## src/hw/rtl/hid_keyboard_report_builder_macros.svh

```systemverilog
// Assertion macros for the HID keyboard report builder.
// Included by every RTL file that carries concurrent assertions; no other dependencies.
`ifndef HID_KEYBOARD_REPORT_BUILDER_MACROS_SVH
`define HID_KEYBOARD_REPORT_BUILDER_MACROS_SVH

`ifndef SYNTHESIS

// Assertion on an explicit clock and active-low reset.
`define HKRB_ASSERT_CR(lbl, clk, rstn, prop) \
  lbl: assert property (@(posedge clk) disable iff (!rstn) prop) \
    else $error("HKRB assertion failed");

// Assertion on the usual clk_i and rst_ni of the enclosing module.
`define HKRB_ASSERT(lbl, prop) `HKRB_ASSERT_CR(lbl, clk_i, rst_ni, prop)

`else

`define HKRB_ASSERT_CR(lbl, clk, rstn, prop)
`define HKRB_ASSERT(lbl, prop)

`endif

`endif

```

## src/hw/rtl/hkrb_pkg.sv

```systemverilog
// Shared types, constants and helpers for the HID keyboard report builder.
// No dependencies; imported by every module of the block.
`timescale 1ns / 1ps

package hkrb_pkg;

  localparam int unsigned MaxSlots = 6;

  localparam logic [7:0] ModGroupMask = 8'hF0;
  localparam logic [7:0] ModGroup     = 8'hE0;
  localparam logic [7:0] ModIndexMask = 8'h0F;

  typedef enum logic [1:0] {
    ReqPress   = 2'd0,
    ReqRelease = 2'd1,
    ReqFlush   = 2'd2
  } req_e;

  typedef enum logic [1:0] {
    StIdle,
    StRemove,
    StPlace,
    StDone
  } ctrl_state_e;

  typedef struct packed {
    logic [1:0] req_type;
    logic [7:0] key_code;
  } req_t;

  typedef struct packed {
    logic       accepted;
    logic       report_sent;
    logic [7:0] modifier_mask;
    logic [7:0] key_out_0;
    logic [7:0] key_out_1;
    logic [7:0] key_out_2;
    logic [7:0] key_out_3;
    logic [7:0] key_out_4;
    logic [7:0] key_out_5;
  } rsp_t;

  // Slot operation requested by the sequencer for the selected slot.
  typedef struct packed {
    logic clear;
    logic write;
  } slot_cmd_t;

  // Outcome of the shared slot comparator for the selected slot.
  typedef struct packed {
    logic match;
    logic free;
  } slot_status_t;

  function automatic logic is_modifier(input logic [7:0] k);
    return (k & ModGroupMask) == ModGroup;
  endfunction

  // Only the lower eight codes of the modifier group own a bit.
  function automatic logic [7:0] modifier_bit(input logic [7:0] k);
    logic [7:0] n;
    n = k & ModIndexMask;
    return n[3] ? 8'h00 : (8'h01 << n[2:0]);
  endfunction

endpackage

```

## src/hw/rtl/hid_keyboard_report_builder.sv

```systemverilog
// Top level of the HID keyboard report builder: sequencer, slot store, result register.
// Depends on hkrb_pkg, hkrb_ctrl and hkrb_slot_store.
`timescale 1ns / 1ps

// Keeps a boot-protocol keyboard report (modifier byte and KEY_SLOTS key slots)
// and updates it one request at a time. A single slot comparator is stepped over
// the slots by the sequencer, one slot per cycle, so the time an item spends in
// the block depends on the request: a press runs a removal scan, then, for a
// key that is not a modifier, a search for the lowest free slot; a release runs
// the removal scan only, and a flush or an unused code needs no scan. The input
// stalls for that whole time. Results go to a registered output beat, so a new
// request is taken while the previous result still waits on a stalled output.
module hid_keyboard_report_builder #(
  parameter int unsigned KEY_SLOTS = 6
) (
  input  logic           clk_i,
  input  logic           rst_ni,
  input  logic           in_valid_i,
  output logic           in_stall_o,
  input  hkrb_pkg::req_t in_req_i,
  output logic           out_valid_o,
  input  logic           out_stall_i,
  output hkrb_pkg::rsp_t out_rsp_o
);
  import hkrb_pkg::*;

  localparam int unsigned IdxW = (KEY_SLOTS > 1) ? $clog2(KEY_SLOTS) : 1;

  logic                         ready;
  logic [IdxW-1:0]              idx;
  logic [7:0]                   key;
  slot_cmd_t                    cmd;
  slot_status_t                 status;
  logic [MaxSlots-1:0][7:0]     report;
  logic                         out_free;
  logic                         done;
  rsp_t                         rsp;
  logic                         out_valid_q, out_valid_d;
  rsp_t                         out_rsp_q;

  hkrb_ctrl #(
    .KEY_SLOTS (KEY_SLOTS),
    .IdxW      (IdxW)
  ) u_ctrl (
    .clk_i      (clk_i),
    .rst_ni     (rst_ni),
    .in_valid_i (in_valid_i),
    .in_req_i   (in_req_i),
    .ready_o    (ready),
    .idx_o      (idx),
    .key_o      (key),
    .cmd_o      (cmd),
    .status_i   (status),
    .report_i   (report),
    .out_free_i (out_free),
    .done_o     (done),
    .rsp_o      (rsp)
  );

  hkrb_slot_store #(
    .KEY_SLOTS (KEY_SLOTS),
    .IdxW      (IdxW)
  ) u_slot_store (
    .clk_i    (clk_i),
    .rst_ni   (rst_ni),
    .idx_i    (idx),
    .key_i    (key),
    .cmd_i    (cmd),
    .status_o (status),
    .report_o (report)
  );

  // The output register can take a new beat when empty or when its beat leaves now.
  assign out_free = !out_valid_q || !out_stall_i;

  always_comb begin
    out_valid_d = out_valid_q;
    if (done && out_free) begin
      out_valid_d = 1'b1;
    end else if (!out_stall_i) begin
      out_valid_d = 1'b0;
    end
  end

  always_ff @(posedge clk_i or negedge rst_ni) begin
    if (!rst_ni) begin
      out_valid_q <= 1'b0;
    end else begin
      out_valid_q <= out_valid_d;
    end
  end

  always_ff @(posedge clk_i) begin
    if (done && out_free) begin
      out_rsp_q <= rsp;
    end
  end

  assign in_stall_o  = !ready;
  assign out_valid_o = out_valid_q;
  assign out_rsp_o   = out_rsp_q;

endmodule

```

## src/hw/rtl/hkrb_slot_store.sv

```systemverilog
// Key slot storage with the single shared slot comparator.
// Depends on hkrb_pkg for the slot command and status types.
`timescale 1ns / 1ps

module hkrb_slot_store #(
  parameter int unsigned KEY_SLOTS = 6,
  parameter int unsigned IdxW      = 3
) (
  input  logic                        clk_i,
  input  logic                        rst_ni,
  input  logic [IdxW-1:0]             idx_i,
  input  logic [7:0]                  key_i,
  input  hkrb_pkg::slot_cmd_t         cmd_i,
  output hkrb_pkg::slot_status_t      status_o,
  output logic [hkrb_pkg::MaxSlots-1:0][7:0] report_o
);
  import hkrb_pkg::*;

  logic [7:0]           keys_q [KEY_SLOTS];
  logic [KEY_SLOTS-1:0] used_q;
  logic [KEY_SLOTS-1:0] used_d;

  always_comb begin
    used_d = used_q;
    if (cmd_i.clear) begin
      used_d[idx_i] = 1'b0;
    end else if (cmd_i.write) begin
      used_d[idx_i] = 1'b1;
    end
  end

  always_ff @(posedge clk_i or negedge rst_ni) begin
    if (!rst_ni) begin
      used_q <= '0;
    end else begin
      used_q <= used_d;
    end
  end

  // Freed slots keep their old byte; the report masks them with the used marks.
  always_ff @(posedge clk_i) begin
    if (cmd_i.write) begin
      keys_q[idx_i] <= key_i;
    end
  end

  assign status_o.match = used_q[idx_i] && (keys_q[idx_i] == key_i);
  assign status_o.free  = !used_q[idx_i];

  for (genvar j = 0; j < MaxSlots; j++) begin : g_report
    if (j < KEY_SLOTS) begin : g_live
      assign report_o[j] = used_q[j] ? keys_q[j] : 8'h00;
    end else begin : g_absent
      assign report_o[j] = 8'h00;
    end
  end

endmodule

```

## src/hw/rtl/hkrb_ctrl.sv

```systemverilog
// Sequencer of the report builder: removal scan, placement scan and result.
// Depends on hkrb_pkg and on the assertion macros header.
`timescale 1ns / 1ps
`include "hid_keyboard_report_builder_macros.svh"

module hkrb_ctrl #(
  parameter int unsigned KEY_SLOTS = 6,
  parameter int unsigned IdxW      = 3
) (
  input  logic                        clk_i,
  input  logic                        rst_ni,
  input  logic                        in_valid_i,
  input  hkrb_pkg::req_t              in_req_i,
  output logic                        ready_o,
  output logic [IdxW-1:0]             idx_o,
  output logic [7:0]                  key_o,
  output hkrb_pkg::slot_cmd_t         cmd_o,
  input  hkrb_pkg::slot_status_t      status_i,
  input  logic [hkrb_pkg::MaxSlots-1:0][7:0] report_i,
  input  logic                        out_free_i,
  output logic                        done_o,
  output hkrb_pkg::rsp_t              rsp_o
);
  import hkrb_pkg::*;

  localparam logic [IdxW-1:0] LastIdx = IdxW'(KEY_SLOTS - 1);

  ctrl_state_e     state_q, state_d;
  logic [IdxW-1:0] idx_q, idx_d;
  logic [1:0]      type_q, type_d;
  logic [7:0]      key_q, key_d;
  logic            acc_q, acc_d;
  logic [7:0]      mod_q, mod_d;
  logic            pend_q, pend_d;
  logic            sent;

  always_ff @(posedge clk_i or negedge rst_ni) begin
    if (!rst_ni) begin
      state_q <= StIdle;
      idx_q   <= '0;
      mod_q   <= '0;
      pend_q  <= 1'b0;
    end else begin
      state_q <= state_d;
      idx_q   <= idx_d;
      mod_q   <= mod_d;
      pend_q  <= pend_d;
    end
  end

  always_ff @(posedge clk_i) begin
    type_q <= type_d;
    key_q  <= key_d;
    acc_q  <= acc_d;
  end

  always_comb begin
    state_d = state_q;
    idx_d   = idx_q;
    type_d  = type_q;
    key_d   = key_q;
    acc_d   = acc_q;
    mod_d   = mod_q;
    pend_d  = pend_q;
    cmd_o   = '0;
    ready_o = 1'b0;
    done_o  = 1'b0;
    case (state_q)
      StIdle: begin
        ready_o = 1'b1;
        if (in_valid_i) begin
          type_d = in_req_i.req_type;
          key_d  = in_req_i.key_code;
          idx_d  = '0;
          acc_d  = 1'b0;
          if (in_req_i.req_type inside {ReqPress, ReqRelease}) begin
            state_d = StRemove;
          end else begin
            state_d = StDone;
          end
        end
      end
      StRemove: begin
        if (status_i.match) begin
          cmd_o.clear = 1'b1;
          pend_d      = 1'b1;
        end
        if (status_i.match || idx_q == LastIdx) begin
          // A press of a modifier sets its bit and a release clears it; modifiers take no key slot.
          if (is_modifier(key_q)) begin
            pend_d = 1'b1;
            if (type_q == ReqPress) begin
              mod_d = mod_q | modifier_bit(key_q);
            end else begin
              mod_d = mod_q & ~modifier_bit(key_q);
            end
          end
          if (type_q == ReqRelease) begin
            acc_d   = status_i.match;
            state_d = StDone;
          end else if (is_modifier(key_q)) begin
            acc_d   = 1'b1;
            state_d = StDone;
          end else begin
            idx_d   = '0;
            state_d = StPlace;
          end
        end else begin
          idx_d = idx_q + 1'b1;
        end
      end
      StPlace: begin
        if (status_i.free) begin
          cmd_o.write = 1'b1;
          pend_d      = 1'b1;
          acc_d       = 1'b1;
          state_d     = StDone;
        end else if (idx_q == LastIdx) begin
          acc_d   = 1'b0;
          state_d = StDone;
        end else begin
          idx_d = idx_q + 1'b1;
        end
      end
      StDone: begin
        done_o = 1'b1;
        if (out_free_i) begin
          if (sent) begin
            pend_d = 1'b0;
          end
          state_d = StIdle;
        end
      end
      default: begin
        state_d = StIdle;
      end
    endcase
  end

  assign idx_o = idx_q;
  assign key_o = key_q;

  assign sent = (type_q == ReqFlush) && pend_q;

  assign rsp_o.accepted      = acc_q;
  assign rsp_o.report_sent   = sent;
  assign rsp_o.modifier_mask = sent ? mod_q : 8'h00;
  assign rsp_o.key_out_0     = sent ? report_i[0] : 8'h00;
  assign rsp_o.key_out_1     = sent ? report_i[1] : 8'h00;
  assign rsp_o.key_out_2     = sent ? report_i[2] : 8'h00;
  assign rsp_o.key_out_3     = sent ? report_i[3] : 8'h00;
  assign rsp_o.key_out_4     = sent ? report_i[4] : 8'h00;
  assign rsp_o.key_out_5     = sent ? report_i[5] : 8'h00;

  `HKRB_ASSERT(a_write_only_free, cmd_o.write |-> (status_i.free && state_q == StPlace))
  `HKRB_ASSERT(a_idx_in_range, (state_q == StRemove || state_q == StPlace) |-> idx_q <= LastIdx)
  `HKRB_ASSERT(a_flush_clears, (done_o && out_free_i && sent) |=> !pend_q)

endmodule
```

## config.mk

```make
export PLATFORM = sky130hd
export DESIGN_NAME = hid_keyboard_report_builder
export DESIGN_NICKNAME = d
export VERILOG_FILES = /design/src/hw/rtl/hkrb_pkg.sv /design/src/hw/rtl/hid_keyboard_report_builder.sv /design/src/hw/rtl/hkrb_slot_store.sv /design/src/hw/rtl/hkrb_ctrl.sv
export VERILOG_INCLUDE_DIRS = /design/src /design/src/hw/rtl
export SDC_FILE = /design/constraint.sdc
export NUM_CORES = 1
export LEC_CHECK = 0
export BUFFER_PORTS_ARGS = -buffer_cell sky130_fd_sc_hd__buf_2
export CELL_PAD_IN_SITES_DETAIL_PLACEMENT = 1
export CELL_PAD_IN_SITES_GLOBAL_PLACEMENT = 2
export CORE_UTILIZATION = 30
export DETAILED_ROUTE_END_ITERATION = 7
export GPL_ROUTABILITY_DRIVEN = 0
export PLACE_DENSITY = 0.63
export SYNTH_ARGS = -nofsm -noshare
export SYNTH_HDL_FRONTEND = slang
export SYNTH_SLANG_ARGS = --single-unit
export TNS_END_PERCENT = 1
```

## constraint.sdc

```tcl
create_clock -name clk_i -period 4.9 [get_ports clk_i]
set_input_delay 0.98 -clock clk_i [delete_from_list [all_inputs] [get_ports clk_i]]
set_output_delay 0.98 -clock clk_i [all_outputs]
set_load 0.005 [all_outputs]
```

Word level (Yosys, flattened, before mapping)
Memory sizes are Yosys's and may differ from the RTL's. A register that Yosys moved wholly into a read port is not among the register bits.
Cells that the tools add are included.
Widths: inputs -> output; s select.
{ "totals": {"regBits": 42, "memories": 1, "word_cells": 126, "ramBits": 48, "inputBits": 14, "output_inout_bits": 60} }
{ "memory_table": {"columns": ["memory", "depth", "word_bits", "rd", "rd_clocked_by_memory_dff", "wr", "line", "source"], "rows": [
  ["u_slot_store.keys_q", 6, 8, 7, 6, 1, "hkrb_slot_store.sv:19", "logic [7:0] keys_q [KEY_SLOTS];"]
]} }
{ "classes": {"order_cmp": 2, "bitwise_logic": 6, "shifts": 1, "reduce_logical": 34, "muxes": 48, "n_eq_ne": 21, "add_sub_neg": 1} }
{ "ops": {"columns": ["cell", "n"], "rows": [
  ["$mux 1", 25],
  ["$mux 3", 6],
  ["$mux 8", 2],
  ["$mux 2", 7],
  ["$reduce_and 2->1", 7],
  ["$mux 6", 2],
  ["$logic_not 1->1", 9],
  ["$ne 3x3->1 const B", 3],
  ["$pmux 3 s3", 1],
  ["$and 8x8->8", 1],
  ["$eq 8x8->1", 1],
  ["$ne 2x1->1 const B", 4],
  ["$ne 2x2->1 const B", 4],
  ["$not 8->8", 1],
  ["$or 8x8->8", 1],
  ["$pmux 2 s4", 1],
  ["$reduce_and 4->1", 2],
  ["$shl 1x3->8 const A", 1],
  ["$and 6x6->6", 1],
  ["$eq 2x1->1 const B", 3],
  ["$eq 2x2->1 const B", 3],
  ["$logic_not 2->1", 3],
  ["$not 6->6", 1],
  ["$or 6x6->6", 1],
  ["other kinds (16)", 23]
]} }

Depth between registers and ports, before layout
Gate-level depths: netlist of the first run.
{ "depth": {"depth_word": 7, "mapped_depth": 12, "ltp_nobuf": 8} }

By module
Synthesis of the first run repeated with hierarchy kept, for this count alone.
{ "hier_totals": {"cells_unflattened": 445, "area_unflattened_um2": 6651.4} }
{ "modules_own_cells": {"columns": ["module", "area_each_um2", "n_inst", "cells_each"], "rows": [
  ["hkrb_slot_store", 3184.3, 1, 213],
  ["hid_keyboard_report_builder", 1793.0, 1, 63],
  ["hkrb_ctrl", 1674.1, 1, 169]
]} }

Worst setup path before layout of the first run
Ideal clock, no wire load.
{ "synth_timing": {"kind": "input to register", "startpoint": "in out_stall_i", "endpoint": "reg u_ctrl.pend_q", "path_stages": 7, "path_slack_ns": 1.836, "setup_ns": 0.082, "required_ns": 4.818, "arrival_ns": 2.982, "path_cell_list": "nand2_1 > and2_1 > nand2_1 > o21ai_0 > nor2b_1 > a21oi_1 > a31oi_1"} }
{ "synth_via": {"elab_chain_len": 4} }
{ "synth_lines": {"columns": ["element", "line", "source"], "rows": [
  ["start: declaration", "hid_keyboard_report_builder.sv:22", "input logic out_stall_i,"],
  ["$logic_not 1->1", null, null],
  ["$logic_or 1x1->1", "hid_keyboard_report_builder.sv:74", "assign out_free = !out_valid_q || !out_stall_i;"],
  ["$ne 2x2->1 (no line)", null, null],
  ["$reduce_and 4->1 (no line)", null, null],
  ["end signal: assignment", "hkrb_ctrl.sv:47", "pend_q <= pend_d;"],
  ["end: declaration", "hkrb_ctrl.sv:34", "logic pend_q, pend_d;"]
]} }
No other way between the ends.
A chain may end at the register's enable or synchronous reset.

Final worst setup path of the first run
{ "layout_timing": {"startpoint": "reg u_ctrl.idx_q[0], in the netlist u_ctrl.idx_o[0]", "endpoint": "reg u_ctrl.acc_q, enable pin"} }
{ "layout_via": {"elab_chain_len": 6, "elab_cells_between_ends": 10} }
{ "layout_lines": {"columns": ["element", "line", "source"], "rows": [
  ["start: declaration", "hkrb_ctrl.sv:29", "logic [IdxW-1:0] idx_q, idx_d;"],
  ["start signal: assignment", "hkrb_ctrl.sv:45", "idx_q <= idx_d;"],
  ["$mem_v2 6x8 or $bmux 1 s3 (tied branches)", null, null],
  ["$eq 8x8->1 or $mux 1 (tied branches)", "hkrb_slot_store.sv:47, hkrb_slot_store.sv:48", null],
  ["$logic_and 1x1->1", "hkrb_slot_store.sv:47", "assign status_o.match = used_q[idx_i] && (keys_q[idx_i] == key_i);"],
  ["$logic_or 1x1->1", "hkrb_ctrl.sv:88", "if (status_i.match || idx_q == LastIdx) begin"],
  ["$ne 2x1->1 (no line)", null, null],
  ["$reduce_and 5->1 (no line) *", null, null],
  ["end signal: assignment", "hkrb_ctrl.sv:54", "acc_q <= acc_d;"],
  ["end: declaration", "hkrb_ctrl.sv:32", "logic acc_q, acc_d;"]
]} }
Mark *: on every way between the ends. The rest lies on a longest branch, timed or not. The select of a mux whose other input is x is not followed.

==> results.yml, run 1 <==
logic_synthesis:
  yosys_warnings: 0
  synth_edf_count: 117
  ys_seq_area_share_pct: 69.32
  synthArstFlopShare_pct: 15.22
  netlist_area_um2: 5827
  synth_cell_types: 53
  ys_ff_latch: 138
  synth.avg_cell_area_um2: 15.46
  synth_nets: 398
  ys.flop_type: "edfxtp_1"
  syn_inst: 377
worst_setup_path:
  reg2reg_from: "u_ctrl.idx_o[0]"
  cp-endpoint: "u_ctrl.acc_q"
  crit_start: "u_ctrl.idx_o[0]"
  path_max_fanout: 18
  slowest_delay_ns: 0.73
  reg2reg_depth: 9
  crit_path_end_kind: "register"
  critical_path_required_ns: 5.00
  r2r_end: "u_ctrl.acc_q"
  reg2reg_slack_ns: 1.46
  path_class: "register to register"
  crit_arrival_ns: 3.54
  crit_path_start_kind: "register"
  worstPathCellList: "buf_4 > mux4_1 > mux2i_1 > xnor2_1 > nor2_1 > nand4_2 > nand2_2 > a21boi_2 > a2111oi_2"
  critical-path-slowest-cell: "dfrtp_1"
sta:
  tightest_slew_ns: 0.8778
  relSlewSlack_pct: 41.27
  fmax_mhz: 290.9
  fin_worst_skew_ns: 0.01400
  fin_ws_ns: 1.462
  rsz0062_at_grt: "no"
  tns_ns: 0
  fin_crit_sh_pct: 70.17
  final_max_slew_viol_count: 0
  setup_viol: 0
  fin_crit_ns: 3.438
  hold_viol: 0
cells_and_area:
  utilization_pct: 37.13
  antenna_cells: 0
  nets: 478
  final_area_um2: 7015
  area_delta_synth_final_pct: 20.40
  instances_no_fill: 729
  fillCellCount: 1997
  ff_latch_area_um2: 4039
  multi_input_area_um2: 1635
  drive_above_1_share_pct: 26.65
floorplan:
  dieArea_um2: 19980
  die_w_um: 141.4
  die_h_um: 141.4
  io_pins: 74
  coreArea_um2: 18890
  core.rowCount: 50
  start_util_pct: 30.84
clocking:
  clkTransAtPathRegs_ns: 0.06
  hold_buffers: 0
  root_buffer: "clkbuf_16"
  clock_path_buffers: 2
  cts_tree: "done"
  cts_setup_buffers: 0
  cts_resized: 0
  cts_made_buffers: 17
  htreeDepth: 4
  clk_latency_ns: 0.42
  clock-sinks: 138
worst_hold_path:
  min_path_type: "register to register"
detailed_routing:
  via_per_inst: 4.830
  postRouteAntennaNets: 0
  drc_errors: 0
  dr.pass1.iters: 4
  drt-initial-drc-count: 155
  avgRoutedWirePerCell_um: 19.27
  routed_wl_um: 14050
  vias: 3521
place:
  dp_cells: 698
  placed_cell_area_um2: 6425
  pre_cts_ws_ns: 1.427
  port_buffers: 73
  dp.final_hpwl_um: 9575
grt:
  grt_usage_pct: 15.28
  grt_pass1_vias: 3743
  grt_pass1_wl_um: 22200
  antenna_found_initial: 0
  grt_max_degree: 59
  grt-ovfl-total: 0
run:
  cap_violations: 0
power_and_ir_drop:
  powerDensity_nw_per_um2: 568.9
  peakVddDrop_mv: 0.2599
  leakage_nw: 2.766
run_status:
  status: "finished, final reports clean"
## layout by cell type, fill, tap and decap left out, types with 5 or more instances in the layout
cell / instances
dfrtp_1: 21
clkinv_1: 5
and3_1: 49
mux2i_1: 16
nor3_1: 6
nor2_1: 20
xnor2_1: 5
a21oi_1: 13
buf_2: 73
inv_1: 7
xor2_1: 6
nand2_1: 10
nand4b_1: 5
clkbuf_16: 17
ha_1: 7
and2_1: 12
edfxtp_1: 117
mux2_2: 10
o21ai_0: 5
## through the flow
stage | hold WS (ns) | power (mW)
after floorplan | 0.4003 | 2.335
after global placement | 0.4672 | 2.696
after detailed placement | 0.4366 | 2.723
after CTS | 0.4806 | 4.043
after global routing | 0.4841 | 4.205
final | 0.4850 | 3.991
## cells in the mapped netlist (3+ instances only)
cell type	instances	area share (%)
mux4_1	4	1.8
nand4b_1	5	0.75
xor2_1	6	0.90
buf_4	3	0.39
nor3_1	6	0.52
buf_6	3	0.58
clkbuf_1	7	0.45
nand3_1	4	0.34
xnor2_1	5	0.75
dfrtp_1	21	9.0
mux2i_1	16	2.7
and3_1	50	5.4
ha_1	7	1.5
mux2_1	4	0.77
inv_1	7	0.45
a31oi_1	3	0.32
o21ai_0	5	0.43
mux2_2	10	1.9
nor2_1	20	1.3
nand3b_1	3	0.39
edfxtp_1	117	60
and2_1	13	1.4
nand2_1	10	0.64
a21oi_1	13	1.1
## cell families after synthesis
family,synth area share (%)
XOR/XNOR,1.653
flip-flops,69.31
AND/OR/NAND/NOR,13.16
buffers and inverters,2.663
multiplexers,8.031
AO/OA/AOI/OAI,3.672
adder cells (fa/ha/maj),1.503
## power breakdown
part           leakage [nW]  switching, mW  total [mW]  internal (mW)
combinational          1.12          0.514       0.890          0.376
sequential             1.37          0.206        1.79           1.58
clock                 0.277          0.471        1.31          0.841
total                  2.77           1.19        3.99           2.80
## routing by layer
| metal | GRT usage (%) | wire length (um) |
|---|---|---|
| met1 | 18.71 | 6296 |
| met3 | 4.522 | 591 |
| met2 | 25.30 | 6899 |
| met4 | 6.064 | 262 |
| met5 | 0 | 0 |
## area by class of cell
cell class,count,share of cell area [%]
inverters,8,0.4280
well taps,260,4.637
multi-input cells,215,23.31
clock buffers,21,6.278
repair buffers,77,5.636
flip-flops and latches,138,57.57
clock inverters,10,2.140
## critical path, delay by kind of cell (launching register included)
kind	cells	cell delay [ns]
compound gates	2	0.44
mux	2	0.79
buf+inv	1	0.38
flops	1	0.73
simple gates	3	0.66
xor+xnor	1	0.09
## worst min path at each step
stage                 start            end  slack (ns)  cells past startpoint
4_1_cts        u_ctrl.acc_q  out_rsp_o[57]        0.48                      0
2_1_floorplan  u_ctrl.acc_q  out_rsp_o[57]        0.40                      0
3_3_place_gp   u_ctrl.acc_q  out_rsp_o[57]        0.47                      0
6_report       u_ctrl.acc_q  out_rsp_o[57]        0.49                      0
5_1_grt        u_ctrl.acc_q  out_rsp_o[57]        0.48                      0
3_5_place_dp   u_ctrl.acc_q  out_rsp_o[57]        0.44                      0
No activity file was read; power rests on OpenSTA's default activity.
==> run 2: changes to the inputs <==
--- a/config.mk
+++ b/config.mk
@@ -12,7 +12,7 @@
 export CORE_UTILIZATION = 30
 export DETAILED_ROUTE_END_ITERATION = 7
 export GPL_ROUTABILITY_DRIVEN = 0
-export PLACE_DENSITY = 0.63
+export PLACE_DENSITY = 0.65
 export SYNTH_ARGS = -nofsm -noshare
 export SYNTH_HDL_FRONTEND = slang
 export SYNTH_SLANG_ARGS = --single-unit
==> constraint.sdc (replaced) <==
create_clock -name clk_i -period 2.76 [get_ports clk_i]
set_input_delay 0.552 -clock clk_i [delete_from_list [all_inputs] [get_ports clk_i]]
set_output_delay 0.552 -clock clk_i [all_outputs]
set_load 0.005 [all_outputs]
==> run 2 against run 1 <==
Net effect: sequential share of layout area shrank 3.1 points; design area is 5.7% higher; non-clock buffer count up 37; hold slack worse by 0.38 ns; fmax increased by 31%; sequential power rose by 70%; flip-flop and latch count stayed put; via count grew 2.0%; wire length grew 2.5%; critical path depth shrank 1; clock skew shrank 0.0067 ns; die area stayed put; largest cell class unchanged; highest routed layer unchanged.
==> results.yml, run 2 (synthesized netlist as in run 1, its figures left out) <==
floorplan:
  start_util_pct: 30.84
  coreArea_um2: 18890
  core.rowCount: 50
  io_pins: 74
  dieArea_um2: 19980
  die_h_um: 141.4
  die_w_um: 141.4
sta:
  fin_worst_skew_ns: 0.007349
  final_max_slew_viol_count: 0
  hold_viol: 0
  fin_crit_ns: 2.625
  tightest_slew_ns: 0.5262
  fmax_mhz: 381.0
  rsz0062_at_grt: "no"
  fin_crit_sh_pct: 95.10
  fin_ws_ns: 0.1352
  relSlewSlack_pct: 64.92
  tns_ns: 0
  setup_viol: 0
detailed_routing:
  dr.pass1.iters: 4
  drc_errors: 0
  via_per_inst: 4.683
  routed_wl_um: 14410
  vias: 3592
  wl_met3_um: 568
  highest_layer: "met4"
  avgRoutedWirePerCell_um: 18.78
  drt-initial-drc-count: 200
  wirelength_met1_um: 6402
  routed-wl-met2_um: 7234
  postRouteAntennaNets: 0
worst_setup_path:
  critical_path_required_ns: 3.07
  crit_path_start_kind: "register"
  crit_arrival_ns: 2.93
  reg2reg_depth: 8
  crit_start: "u_ctrl.idx_o[0]"
  path_class: "register to register"
  reg2reg_from: "u_ctrl.idx_o[0]"
  crit_path_end_kind: "register"
  path_max_fanout: 8
  reg2reg_slack_ns: 0.14
cells_and_area:
  layout.cells.most_common: "edfxtp_1"
  fillCellCount: 1987
  final_area_um2: 7415
  layout_common_cells: "edfxtp_1, buf_2, and3_1, buf_4"
  multi_input_area_um2: 1680
  nets: 515
  antenna_cells: 0
  utilization_pct: 39.25
  drive_above_1_share_pct: 34.71
  area_delta_synth_final_pct: 27.25
  ff_latch_area_um2: 4041
clocking:
  clk_latency_ns: 0.42
  root_buffer: "clkbuf_16"
  htreeDepth: 4
  hold_buffers: 0
  cts_made_buffers: 17
  clock-sinks: 138
  cts_tree: "done"
  clock_path_buffers: 2
  clkTransAtPathRegs_ns: 0.06
place:
  dp.final_hpwl_um: 10290
  placed_cell_area_um2: 6704
  pre_cts_ws_ns: -0.09673
  port_buffers: 73
worst_hold_path:
  min_path_type: "input port to asynchronous set/reset pin"
power_and_ir_drop:
  power_switching_mw: 2.212
  comb_power_share_pct: 26.8
  powerDensity_nw_per_um2: 1009
  p_int_mw: 5.270
  leakage_nw: 2.980
  seqPwrFrac_pct: 40.6
  switching_share_pct: 29.56
  pwr-share-clk_pct: 32.5
  peakVddDrop_mv: 0.5304
grt:
  grt_usage_pct: 15.56
  grt_pass1_vias: 3889
  grt-ovfl-total: 0
  grt_max_degree: 51
  antenna_found_initial: 0
  grt_pass1_wl_um: 22530
run:
  cap_violations: 0
run_status:
  status: "finished, final reports clean"
run 2: cell count changes in the layout (fill, tap and decap cells not counted), sizes merged:
cell / before / now
clkbuf: 21 / 18
buf: 77 / 114
clkinv: 5 / 8
bufinv: 4 / 5
run 2: worst max-delay path: stages (launching register included):
cell and delay [ns]:
dfrtp_2 0.41, buf_12 0.13, mux4_2 0.53, a21oi_1 0.19, xor2_1 0.32, nand4_4 0.17, nand2_4 0.16, and4bb_2 0.24
mux2_2 0.34
run 2: area by class of cell:
class                   count  share of cell area (%)
clock buffers              18                   5.788
well taps                 260                   4.387
flip-flops and latches    138                   54.51
multi-input cells         215                   22.66
clock inverters            14                   2.734
inverters                   8                  0.4050
repair buffers            114                   9.517
run 2: power by group through the flow:
stage / Clock, mW / Combinational (mW) / Sequential (mW)
finish: 2.43 / 2.01 / 3.04
global route: 2.57 / 2.21 / 3.09
CTS: 2.50 / 1.95 / 3.05
detailed placement: 0 / 1.95 / 3.08
global placement: 0 / 1.89 / 3.07
floorplan: 0 / 1.07 / 3.08
run 2: what timing repair did:
action                                  4_1_cts  5_1_grt
buffers inserted                              0        3
pin swaps                                     2        8
gates resized for setup                       4       14
endpoints found under the setup margin       19       28
run 2: layer usage:
metal | global-route usage (%) | vias to the layer above
li1 | - | 1677
met1 | 19.00 | 1823
met2 | 26.63 | 77
met3 | 3.544 | 15
met4 | 6.178 | 0
met5 | 0 | -
run 2: through the flow:
step                hold WS (ns)  instances  power [mW]
global route              0.1300        767       7.863
global placement          0.4681        732       4.956
detailed placement        0.4179        732       5.031
finish                    0.1036        767       7.482
CTS                       0.1026        764       7.503
floorplan                 0.2564        377       4.145
run 2: worst min-delay path by stage:
stage                  from                    endpoint  slack (ns)  cells after the start
2_1_floorplan        rst_ni  asynchronous set/reset pin        0.26                      0
3_3_place_gp   u_ctrl.acc_q               out_rsp_o[57]        0.47                      0
3_5_place_dp   u_ctrl.acc_q               out_rsp_o[57]        0.42                      0
4_1_cts              rst_ni                 out_valid_o        0.10                      1
5_1_grt              rst_ni                 out_valid_o        0.13                      1
6_report             rst_ni                 out_valid_o        0.10                      1
==> run 3: changes to the inputs <==
--- a/config.mk
+++ b/config.mk
@@ -6,13 +6,14 @@
 export SDC_FILE = /design/constraint.sdc
 export NUM_CORES = 1
 export LEC_CHECK = 0
+export ABC_AREA = 1
 export BUFFER_PORTS_ARGS = -buffer_cell sky130_fd_sc_hd__buf_2
 export CELL_PAD_IN_SITES_DETAIL_PLACEMENT = 1
 export CELL_PAD_IN_SITES_GLOBAL_PLACEMENT = 2
 export CORE_UTILIZATION = 30
 export DETAILED_ROUTE_END_ITERATION = 7
 export GPL_ROUTABILITY_DRIVEN = 0
-export PLACE_DENSITY = 0.65
+export PLACE_DENSITY = 0.7
 export SYNTH_ARGS = -nofsm -noshare
 export SYNTH_HDL_FRONTEND = slang
 export SYNTH_SLANG_ARGS = --single-unit
==> run 3 against run 2 <==
Net effect: fmax grew 6.2%; largest power group unchanged; clock-buffer cell count is the same; hold slack gained 0.023 ns; sequential share of layout area grew 1.5 points; combinational power shrank 20%; via count grew 14%; power shrank 9.3%; global-route usage grew 0.39 points; design area shrank 2.7%; clock power shrank 5%; wire length grew 3.6%.
==> results.yml, run 3 <==
run_status:
  status: "finished, final reports clean"
logic_synthesis:
  synth_top_area_cell: "edfxtp_1"
  syn_inst: 537
  ys.flop_type: "edfxtp_1"
  synth_cell_types: 30
  netlist_top_cells_area: "edfxtp_1, dfrtp_1, nand2_1"
  yosys_warnings: 0
  synth.avg_cell_area_um2: 10.86
  synthArstFlopShare_pct: 15.22
  synthTopCellsByCount: "edfxtp_1, nand2_1, nor2_1, inv_1, nand3_1"
  synth_nets: 558
  ys_ff_latch: 138
  synth_edf_count: 117
  netlist_area_um2: 5832
  yosys.cell_count.top_type: "edfxtp_1"
  ys_seq_area_share_pct: 69.26
  synth_top_area_share_pct: 60.24
place:
  port_buffers: 73
  placed_cell_area_um2: 6613
  pre_cts_ws_ns: 0.2911
  dp.final_hpwl_um: 10900
grt:
  antenna_found_initial: 0
  grt_usage_pct: 15.94
  grt_pass1_wl_um: 23200
  grt_pass1_vias: 4188
  grt-ovfl-total: 0
  grt_max_degree: 40
worst_setup_path:
  reg2reg_from: "u_ctrl.idx_o[0]"
  crit_arrival_ns: 2.78
  crit_path_start_kind: "register"
  crit_start: "u_ctrl.idx_o[0]"
  path_class: "register to register"
  crit_path_end_kind: "register"
  critical_path_required_ns: 3.07
  path_max_fanout: 15
  reg2reg_slack_ns: 0.29
clocking:
  hold_buffers: 0
  cts_tree: "done"
  clock_path_buffers: 2
  clkTransAtPathRegs_ns: 0.06
  cts_setup_buffers: 0
  htreeDepth: 4
  clock-sinks: 138
  clk_latency_ns: 0.42
  cts_made_buffers: 17
  root_buffer: "clkbuf_16"
  cts_resized: 0
run:
  cap_violations: 0
cells_and_area:
  layout.cells.most_common: "edfxtp_1"
  drive_above_1_share_pct: 20.15
  final_area_um2: 7214
  nets: 658
  area_delta_synth_final_pct: 23.71
  antenna_cells: 0
  layout_common_cells: "edfxtp_1, nand2_1, nor2_1, inv_1, buf_2"
  utilization_pct: 38.19
  fillCellCount: 2131
sta:
  fmax_mhz: 404.7
  hold_viol: 0
  final_max_slew_viol_count: 0
  setup_viol: 0
  fin_ws_ns: 0.2887
  relSlewSlack_pct: 61.23
  fin_crit_sh_pct: 89.54
  fin_worst_skew_ns: 0.007239
  fin_crit_ns: 2.471
  tightest_slew_ns: 0.5815
  rsz0062_at_grt: "no"
  tns_ns: 0
floorplan:
  start_util_pct: 30.87
  die_w_um: 141.4
  dieArea_um2: 20000
  io_pins: 74
  core.rowCount: 50
  die_h_um: 141.4
  coreArea_um2: 18890
power_and_ir_drop:
  leakage_nw: 3.095
  peakVddDrop_mv: 0.4092
  powerDensity_nw_per_um2: 941.0
  total_power_mw: 6.789
worst_hold_path:
  min_path_type: "input port to asynchronous set/reset pin"
detailed_routing:
  avgRoutedWirePerCell_um: 16.41
  drc_errors: 0
  vias: 4085
  via_per_inst: 4.489
  routed_wl_um: 14930
  drt-initial-drc-count: 203
  postRouteAntennaNets: 0
  dr.pass1.iters: 4
-- run 3: cell types whose count changed after synthesis, moves of 10 or more --
cell	change
o21ai_0	+14
and3_1	-50
nand2_1	+90
inv_1	+81
nand4_1	+19
and2_1	-13
mux2i_1	-16
nand3_1	+18
nor2_1	+72
mux2_2	-10
-- run 3: cell type report --
type	instances	area [um2]	area share (%)
Clock buffer	18	429.2	5.949
Multi-Input combinational cell	298	1378	19.09
Timing Repair Buffer	92	533.0	7.388
Clock inverter	14	172.7	2.393
Inverter	90	337.8	4.683
Tap cell	260	325.3	4.509
Sequential cell	138	4039	55.98
-- run 3: where the power goes --
group | internal, mW | switching, mW | total [mW]
combinational | 0.538 | 1.06 | 1.60
clock | 1.42 | 0.896 | 2.32
sequential | 2.70 | 0.175 | 2.87
-- run 3: metrics by stage --
stage               instances  hold WS (ns)
floorplan                 537        0.2564
global placement          878        0.4551
detailed placement        878        0.4592
CTS                       910        0.1240
global route              910        0.1396
finish                    910        0.1264
-- run 3: per-layer routing --
metal	share of wire, %	wire length [um]	vias up	GRT usage (%)
met5	0	0	-	0
li1	-	-	1982	-
met3	4.7	702	18	3.982
met1	47	7006	1989	20.56
met2	47	6967	96	25.82
met4	1.7	252	0	6.225
-- run 3: path summary, 6_finish.rpt --
path / endpoint / cells past startpoint
worst max-delay path: register / 13
min in group clk_i: u_ctrl.key_o[3] / 1
worst min-delay path: u_ctrl.state_q[1] / 1
worst min register to register: out_rsp_o[57] / 0
max in group asynchronous: u_ctrl.idx_o[0] / 1
worst max register to register: register / 13
-- run 3: critical path: stages, from the launching register on --
cell     delay (ns)
dfrtp_1        0.41
inv_1          0.22
buf_12         0.18
nand3_1        0.15
o21ai_0        0.31
nor2_1         0.07
nand2_1        0.06
nand3_1        0.08
nor3_1         0.13
nand2_1        0.14
inv_1          0.10
nand2_1        0.21
o22ai_1        0.23
inv_1          0.06
-- run 3: cell families (layout without fill, tap and decap cells) --
kind of cell | Yosys count | in the layout | share of synthesized area (%)
and+or+nand+nor | 244 | 244 | 17.49
xor gates and xnor gates | 1 | 1 | 0.1502
DFF | 138 | 138 | 69.26
adders and majority gates | 7 | 7 | 1.502
buffers and inverters | 101 | 214 | 7.123
AOI/OAI and AO/OA | 46 | 46 | 4.484
